--- config.mk ---
export PLATFORM = sky130hd
export DESIGN_NAME = supply_status_line_parser
export DESIGN_NICKNAME = d
export VERILOG_FILES = /design/src/rtl/core/sslp_pkg.sv /design/src/rtl/core/sslp_line_buffer.sv /design/src/rtl/core/sslp_decoder.sv /design/src/rtl/core/supply_status_line_parser.sv
export SDC_FILE = /design/constraint.sdc
export NUM_CORES = 1
export LEC_CHECK = 0
export BUFFER_PORTS_ARGS = -buffer_cell sky130_fd_sc_hd__buf_2
export CAP_MARGIN = 5
export CORE_MARGIN = 3
export CORE_UTILIZATION = 55
export CTS_CLUSTER_DIAMETER = 50
export DETAILED_ROUTE_END_ITERATION = 16
export PLACE_DENSITY = 0.72
export SYNTH_ARGS = -nofsm -noshare
export SYNTH_HDL_FRONTEND = slang
export SYNTH_SLANG_ARGS = --single-unit
export TNS_END_PERCENT = 30
--- constraint.sdc ---
create_clock -name clock -period 11 [get_ports clock]
set_input_delay 2.2 -clock clock [delete_from_list [all_inputs] [get_ports clock]]
set_output_delay 2.2 -clock clock [all_outputs]
set_load 0.05 [all_outputs]
--- src/rtl/core/sslp_pkg.sv ---
// Shared types, constants and helpers for the supply status line parser.
package sslp_pkg;

   localparam int LINE_DEPTH_DEFAULT = 40;

   localparam logic [7:0] LF_BYTE    = 8'h0A;
   localparam logic [7:0] CR_BYTE    = 8'h0D;
   localparam logic [7:0] DIGIT_BASE = 8'h30;
   localparam logic [7:0] TAG_V      = 8'h56;
   localparam logic [7:0] TAG_A      = 8'h41;
   localparam logic [7:0] TAG_U      = 8'h55;
   localparam logic [7:0] TAG_I      = 8'h49;
   localparam logic [7:0] TAG_P      = 8'h50;
   localparam logic [7:0] TAG_F      = 8'h46;

   localparam logic [15:0] INVALID_READING = 16'hFFFF;

   localparam logic FUNC_BYTE       = 1'b0;
   localparam logic FUNC_INVALIDATE = 1'b1;

   typedef struct packed {
      logic       func;
      logic [7:0] rx_byte;
   } req_type;

   typedef struct packed {
      logic [15:0] voltage_reading;
      logic [15:0] current_reading;
      logic [15:0] voltage_limit_reading;
      logic [15:0] current_limit_reading;
      logic [15:0] power_limit_reading;
      logic [15:0] status_reading;
      logic        line_done;
   } rsp_type;

   function automatic logic [15:0] weigh_digit(input logic [7:0] char_in,
                                               input logic [15:0] weight);
      logic [7:0]  digit;
      logic [15:0] wide;
      digit = char_in - DIGIT_BASE;
      wide  = {8'h00, digit};
      return wide * weight;
   endfunction

endpackage

--- src/rtl/core/sslp_line_buffer.sv ---
// Line buffer with saturating write pointer and a write-through view.
module sslp_line_buffer #(
   parameter int LINE_DEPTH = sslp_pkg::LINE_DEPTH_DEFAULT
) (
   input  logic                            clock,
   input  logic                            reset,
   input  logic                            write_en,
   input  logic [7:0]                      write_byte,
   output logic [7:0]                      view_out [LINE_DEPTH],
   output logic [$clog2(LINE_DEPTH+1)-1:0] pointer_out
);
   import sslp_pkg::*;

   localparam int PTR_W = $clog2(LINE_DEPTH + 1);
   localparam int IDX_W = $clog2(LINE_DEPTH);

   logic [7:0]       buffer_ff [LINE_DEPTH];
   logic [PTR_W-1:0] pointer_ff;
   logic [PTR_W-1:0] pointer_in;
   logic             room;
   logic             store;
   logic [IDX_W-1:0] index;

   assign room  = pointer_ff < PTR_W'(LINE_DEPTH);
   assign store = write_en && room;
   assign index = pointer_ff[IDX_W-1:0];

   always_comb begin
      pointer_in = pointer_ff;
      if (write_en) begin
         if (write_byte == LF_BYTE) begin
            pointer_in = '0;
         end else if (room) begin
            pointer_in = pointer_ff + PTR_W'(1);
         end
      end
   end

   always_ff @(posedge clock) begin
      if (reset) begin
         pointer_ff <= '0;
         for (int i = 0; i < LINE_DEPTH; i++) begin
            buffer_ff[i] <= '0;
         end
      end else begin
         pointer_ff <= pointer_in;
         if (store) begin
            buffer_ff[index] <= write_byte;
         end
      end
   end

   for (genvar g = 0; g < LINE_DEPTH; g++) begin : g_view
      assign view_out[g] = (store && index == IDX_W'(g)) ? write_byte : buffer_ff[g];
   end

   assign pointer_out = pointer_ff;

endmodule

--- src/rtl/core/sslp_decoder.sv ---
// Fixed-offset field decode and reading update for one beat.
module sslp_decoder #(
   parameter int LINE_DEPTH = sslp_pkg::LINE_DEPTH_DEFAULT
) (
   input  sslp_pkg::req_type req_in,
   input  logic [7:0]        view_in [LINE_DEPTH],
   input  sslp_pkg::rsp_type prev_in,
   output sslp_pkg::rsp_type next_out
);
   import sslp_pkg::*;

   logic is_lf;
   logic framed;

   assign is_lf  = (req_in.rx_byte == LF_BYTE);
   assign framed = (view_in[37] == CR_BYTE) || (view_in[38] == CR_BYTE);

   always_comb begin
      next_out           = prev_in;
      next_out.line_done = 1'b0;
      if (req_in.func == FUNC_INVALIDATE) begin
         next_out.voltage_reading       = INVALID_READING;
         next_out.current_reading       = INVALID_READING;
         next_out.voltage_limit_reading = INVALID_READING;
         next_out.current_limit_reading = INVALID_READING;
         next_out.power_limit_reading   = INVALID_READING;
         next_out.status_reading        = INVALID_READING;
      end else if (is_lf) begin
         next_out.line_done = 1'b1;
         if (framed) begin
            if (view_in[0] == TAG_V) begin
               next_out.voltage_reading = weigh_digit(view_in[1], 16'd10000)
                  + weigh_digit(view_in[2], 16'd1000)
                  + weigh_digit(view_in[4], 16'd100)
                  + weigh_digit(view_in[5], 16'd10);
            end
            if (view_in[6] == TAG_A) begin
               next_out.current_reading = weigh_digit(view_in[7], 16'd1000)
                  + weigh_digit(view_in[9], 16'd100)
                  + weigh_digit(view_in[10], 16'd10)
                  + weigh_digit(view_in[11], 16'd1);
            end
            if (view_in[18] == TAG_U) begin
               next_out.voltage_limit_reading = weigh_digit(view_in[19], 16'd10)
                  + weigh_digit(view_in[20], 16'd1);
            end
            if (view_in[21] == TAG_I) begin
               next_out.current_limit_reading = weigh_digit(view_in[22], 16'd1000)
                  + weigh_digit(view_in[24], 16'd100)
                  + weigh_digit(view_in[25], 16'd10);
            end
            if (view_in[26] == TAG_P) begin
               next_out.power_limit_reading = weigh_digit(view_in[27], 16'd100)
                  + weigh_digit(view_in[28], 16'd10)
                  + weigh_digit(view_in[29], 16'd1);
            end
            if (view_in[30] == TAG_F) begin
               next_out.status_reading = weigh_digit(view_in[31], 16'd1);
            end
         end
      end
   end

endmodule

--- src/rtl/core/supply_status_line_parser.sv ---
// Top level of the supply status line parser: input stage, decode, result stage.
//
//   channel | ports                        | direction | beat
//   req     | req_valid req_ready req_data | in        | one byte or invalidate
//   rsp     | rsp_valid rsp_ready rsp_data | out       | readings after that beat
//
// A beat accepted on req passes the input and result registers before rsp valid; one
// beat per cycle is sustained while rsp is not stalled, set by the single decode pass.
// Reset clears the line buffer, pointer and all readings to zero.
// A stalled rsp holds the result register; the input register still takes one
// beat, then req_ready drops until the result moves.
module supply_status_line_parser #(
   parameter int LINE_DEPTH = sslp_pkg::LINE_DEPTH_DEFAULT
) (
   input  logic              clock,
   input  logic              reset,
   input  logic              req_valid,
   output logic              req_ready,
   input  sslp_pkg::req_type req_data,
   output logic              rsp_valid,
   input  logic              rsp_ready,
   output sslp_pkg::rsp_type rsp_data
);
   import sslp_pkg::*;

   localparam int PTR_W = $clog2(LINE_DEPTH + 1);

   logic             in_valid_ff;
   req_type          in_data_ff;
   logic             rsp_valid_ff;
   rsp_type          rsp_data_ff;
   rsp_type          rsp_data_in;
   logic             advance;
   logic             write_en;
   logic [7:0]       view [LINE_DEPTH];
   logic [PTR_W-1:0] pointer;

   assign advance   = in_valid_ff && (!rsp_valid_ff || rsp_ready);
   assign req_ready = !in_valid_ff || advance;
   assign write_en  = advance && (in_data_ff.func == FUNC_BYTE);

   sslp_line_buffer #(.LINE_DEPTH(LINE_DEPTH)) u_line_buffer (
      .clock       (clock),
      .reset       (reset),
      .write_en    (write_en),
      .write_byte  (in_data_ff.rx_byte),
      .view_out    (view),
      .pointer_out (pointer)
   );

   sslp_decoder #(.LINE_DEPTH(LINE_DEPTH)) u_decoder (
      .req_in   (in_data_ff),
      .view_in  (view),
      .prev_in  (rsp_data_ff),
      .next_out (rsp_data_in)
   );

   always_ff @(posedge clock) begin
      if (reset) begin
         in_valid_ff <= 1'b0;
      end else if (req_ready) begin
         in_valid_ff <= req_valid;
      end
      if (req_ready && req_valid) begin
         in_data_ff <= req_data;
      end
   end

   always_ff @(posedge clock) begin
      if (reset) begin
         rsp_valid_ff <= 1'b0;
         rsp_data_ff  <= '0;
      end else begin
         if (advance) begin
            rsp_valid_ff <= 1'b1;
            rsp_data_ff  <= rsp_data_in;
         end else if (rsp_ready) begin
            rsp_valid_ff <= 1'b0;
         end
      end
   end

   assign rsp_valid = rsp_valid_ff;
   assign rsp_data  = rsp_data_ff;

   a_pointer_bound: assert property (@(posedge clock) disable iff (reset)
      pointer <= PTR_W'(LINE_DEPTH))
      else $error("write pointer past line depth");

   a_lf_rewinds: assert property (@(posedge clock) disable iff (reset)
      (write_en && in_data_ff.rx_byte == LF_BYTE) |=> (pointer == '0 && rsp_data.line_done))
      else $error("line feed did not rewind pointer or flag line_done");

   a_invalidate: assert property (@(posedge clock) disable iff (reset)
      (advance && in_data_ff.func == FUNC_INVALIDATE) |=>
         (rsp_data.voltage_reading == INVALID_READING
          && rsp_data.status_reading == INVALID_READING && !rsp_data.line_done))
      else $error("invalidate beat did not mark readings invalid");

   a_no_overwrite: assert property (@(posedge clock) disable iff (reset)
      (rsp_valid && !rsp_ready) |-> !advance)
      else $error("result overwritten while stalled");

endmodule

==> flow_metrics.env <==
export IMPL_cpMaxStageDelayCell="a2111oi_0"
export IMPL_maxCapViolCount=0
export IMPL_yosys_cell_types_count=62
export IMPL_cp_data_required_time_ns=11.44
export IMPL_dieArea_mm2=0.0501
export IMPL_fin_crit_sh_pct=85.4
export IMPL_reg2regPathDepth=26
export IMPL_synthCells=2577
export IMPL_via_per_inst=5.62
export IMPL_die_h_um=224
export IMPL_synth_avg_cell_area_um2=10.1
export IMPL_postPlaceCellArea_mm2=0.0272
export IMPL_arrival_ns=9.83
export IMPL_path_class="in2reg"
export IMPL_grt_pass1_vias=19100
export IMPL_diodes=0
export IMPL_cts_resized=0
export IMPL_firstDrtPassIters=6
export IMPL_synth_common_cells="380 x ha_1, 295 x inv_1, 209 x edfxtp_1"
export IMPL_tightest_slew_ns=1.15
export IMPL_netlist_area_mm2=0.0261
export IMPL_ctsHoldBuffers=0
export IMPL_cts_tree="done"
export IMPL_fillCellCount=3906
export IMPL_hold_viol=0
export IMPL_grt_first_pass_wirelength_um=97900
export IMPL_nNetsFinal=3183
export IMPL_crit_family="adder cells"
export IMPL_yosysTopAreaCell="edfxtp_1"
export IMPL_syn_num_nets=3104
export IMPL_yosys_register_bits=305
export IMPL_ys_warn_count=0
export IMPL_clk_latency_ns=0.54
export IMPL_startpoint_type="input port"
export IMPL_grt_usage_pct=24.2
export IMPL_rr_startpoint="u_line_buffer.pointer_out[2]"
export IMPL_holdCritStartpoint="rsp_data[81]"
export IMPL_cts_root_buf="clkbuf_16"
export IMPL_netlist_area_leader_share_pct=24.0
export IMPL_rsz0062_at_grt="false"
export IMPL_max_stage_delay_ns=0.68
export IMPL_core_mm2=0.0468
export IMPL_grt_ovfl_total=0
export IMPL_yosysSeqAreaShare_pct=31.4
export IMPL_holdWs_ns=0.462
export IMPL_ys_flop_type="edfxtp_1"
export IMPL_hpwl_um=45800
export IMPL_async_flop_share_pct=0
export IMPL_wire_per_inst_um=18.3
export IMPL_die_w_um=224
export IMPL_io_buffers=111
export IMPL_postCtsSetupBuffers=0
export IMPL_worst_path_most_repeated_cell="ha_1"
export IMPL_syn_to_final_growth_pct=9.21
export IMPL_yosysMostFrequentCell="ha_1"
export IMPL_ant_nets=0
export IMPL_cts_num_sinks=305
export IMPL_leakage_nw=13.5
export IMPL_initial_utilization_pct=55.9
export IMPL_report_final_slew_viol_count=0
export IMPL_h_tree_depth=2
export IMPL_synth_edf_count=209
export IMPL_hold_path_end="rsp_data[81]"
export IMPL_antenna_found_initial=2
export IMPL_drive_gt1_share_pct=10.7
export IMPL_clk_pin_slew_ns=0.06
export IMPL_fin_area_mm2=0.0285
export IMPL_tns_ns=0
export IMPL_gp_congestion=0.905
export IMPL_path_buf_inv=5
export IMPL_max_clock_freq_mhz=106
export IMPL_fin_skew_ns=0.0256
export IMPL_vias=18500
export IMPL_grt_start_max_net_pins=77
export IMPL_cp_max_fo=9
export IMPL_period_minus_slack_ns=9.40
export IMPL_finalSetupViolCount=0
export IMPL_post_route_drc_count=0
export IMPL_end_kind="flip-flop"
export IMPL_hp_class="reg2reg"
export IMPL_totalWireLength_um=60200
export IMPL_outcome="complete, no violations"
export IMPL_ir_drop_mv=0.658
export IMPL_slew_headroom_pct=22.3
export IMPL_worst_r2r_setup_slack_ns=2.28
export IMPL_hold_path_depth=2
export IMPL_r2r_end="rsp_data[96]"
export IMPL_ios=112
export IMPL_yosys_top_cells_area="edfxtp_1 24%, ha_1 18%, fa_1 10%"
export IMPL_clockBufferDepth=3
export IMPL_p_per_area_mw_per_mm2=239
export IMPL_cts_buffers=40
export IMPL_initialDrtViolationCount=1111
export IMPL_rows=79
-- worst max path at each step --
| stage | startpoint | to | cells past startpoint |
|---|---|---|---|
| final | rsp_ready | rsp_data[96] | 27 |
| after global routing | rsp_ready | rsp_data[96] | 29 |
| after CTS | rsp_ready | rsp_data[96] | 27 |
| after detailed placement | rsp_ready | rsp_data[96] | 29 |
| after global placement | rsp_ready | rsp_data[96] | 32 |
| after floorplan | rsp_ready | rsp_data[96] | 28 |
-- per-layer routing --
layer	share of wire (%)	wire length [um]	GRT usage [%]	up-vias
li1	-	-	-	8996
met1	43	25600	30.9	8894
met2	49	29300	41.8	459
met3	5.0	3040	3.53	144
met4	3.8	2290	9.35	4
met5	0.042	25	0	-
-- stage by stage --
stage | setup WS (ns) | util (%) | total power (W) | std cells
5_1_grt | 0.986 | 61.0 | 0.00747 | 3294
3_5_place_dp | 1.07 | 58.3 | 0.00557 | 3221
6_report | 1.60 | 61.0 | 0.00682 | 3294
2_1_floorplan | 1.95 | - | 0.00468 | 2577
3_3_place_gp | 1.27 | 58.3 | 0.00549 | 3221
4_1_cts | 1.63 | 61.0 | 0.00688 | 3294
-- logic make-up after synthesis --
family | after synthesis | synth area share [%]
DFF | 305 | 31.4
adders and majority gates | 514 | 28.5
xor gates and xnor gates | 206 | 6.96
AOI/OAI and AO/OA | 396 | 9.27
buffers and inverters | 396 | 5.86
muxes | 134 | 5.43
and+or+nand+nor | 626 | 12.6
-- worst register-to-register path: cells and delay by family (launching register included) --
family	cells	cell delay [ns]
compound gates	4	1.16
xor+xnor	3	0.75
fa+ha+maj	9	3.60
buf+inv	4	0.48
flops	1	0.56
mux	1	0.49
simple gates	5	1.58
-- cell usage in the layout (no fill, tap or decap), drive strengths merged, types with 3 or more instances in the layout --
cell type,netlist,routed
nand3b,3,3
o21a,8,8
or3,5,5
a211oi,22,22
o221a,5,5
nand4,6,6
nor4bb,7,7
xnor2,136,136
nor4b,7,7
clkbuf,84,53
or2,12,12
inv,295,305
o21ai,60,60
ha,380,380
clkinv,0,7
mux2,62,62
dfxtp,96,96
a21oi,175,175
and3,6,6
mux2i,72,72
a31oi,15,15
fa,134,134
buf,17,138
or4,4,4
nand2b,7,7
a41oi,5,5
nor2,158,158
xor2,69,69
a41o,3,3
a21o,46,46
o21bai,38,38
nor2b,17,17
nor3,73,73
and2,206,206
edfxtp,209,209
nand2,73,73
nor4,8,8
o41ai,3,3
nand3,29,29
-- state kept, by name (all words and copies together) (netlist names) --
signal,cells
u_line_buffer.buffer_ff,200
rsp_data,88
in_data_ff,9
u_line_buffer.pointer_out,6
in_valid_ff,1
rsp_valid,1
-- area by class of cell --
| class | count | area (um^2) | area share (%) |
|---|---|---|---|
| Multi-Input combinational cell | 1876 | 16400 | 57.5 |
| Sequential cell | 305 | 8200 | 28.7 |
| Inverter | 295 | 1110 | 3.88 |
| Clock buffer | 53 | 1100 | 3.86 |
| Timing Repair Buffer | 138 | 773 | 2.71 |
| Tap cell | 607 | 759 | 2.66 |
| Clock inverter | 20 | 189 | 0.662 |
-- report_power, final --
part           internal, W  total [W]  switching [W]
Combinational      0.00189    0.00424        0.00235
Sequential         0.00128    0.00130      0.0000233
Clock             0.000744    0.00127       0.000528
Total              0.00391    0.00682        0.00290
Power figures use the tool's default switching activity.
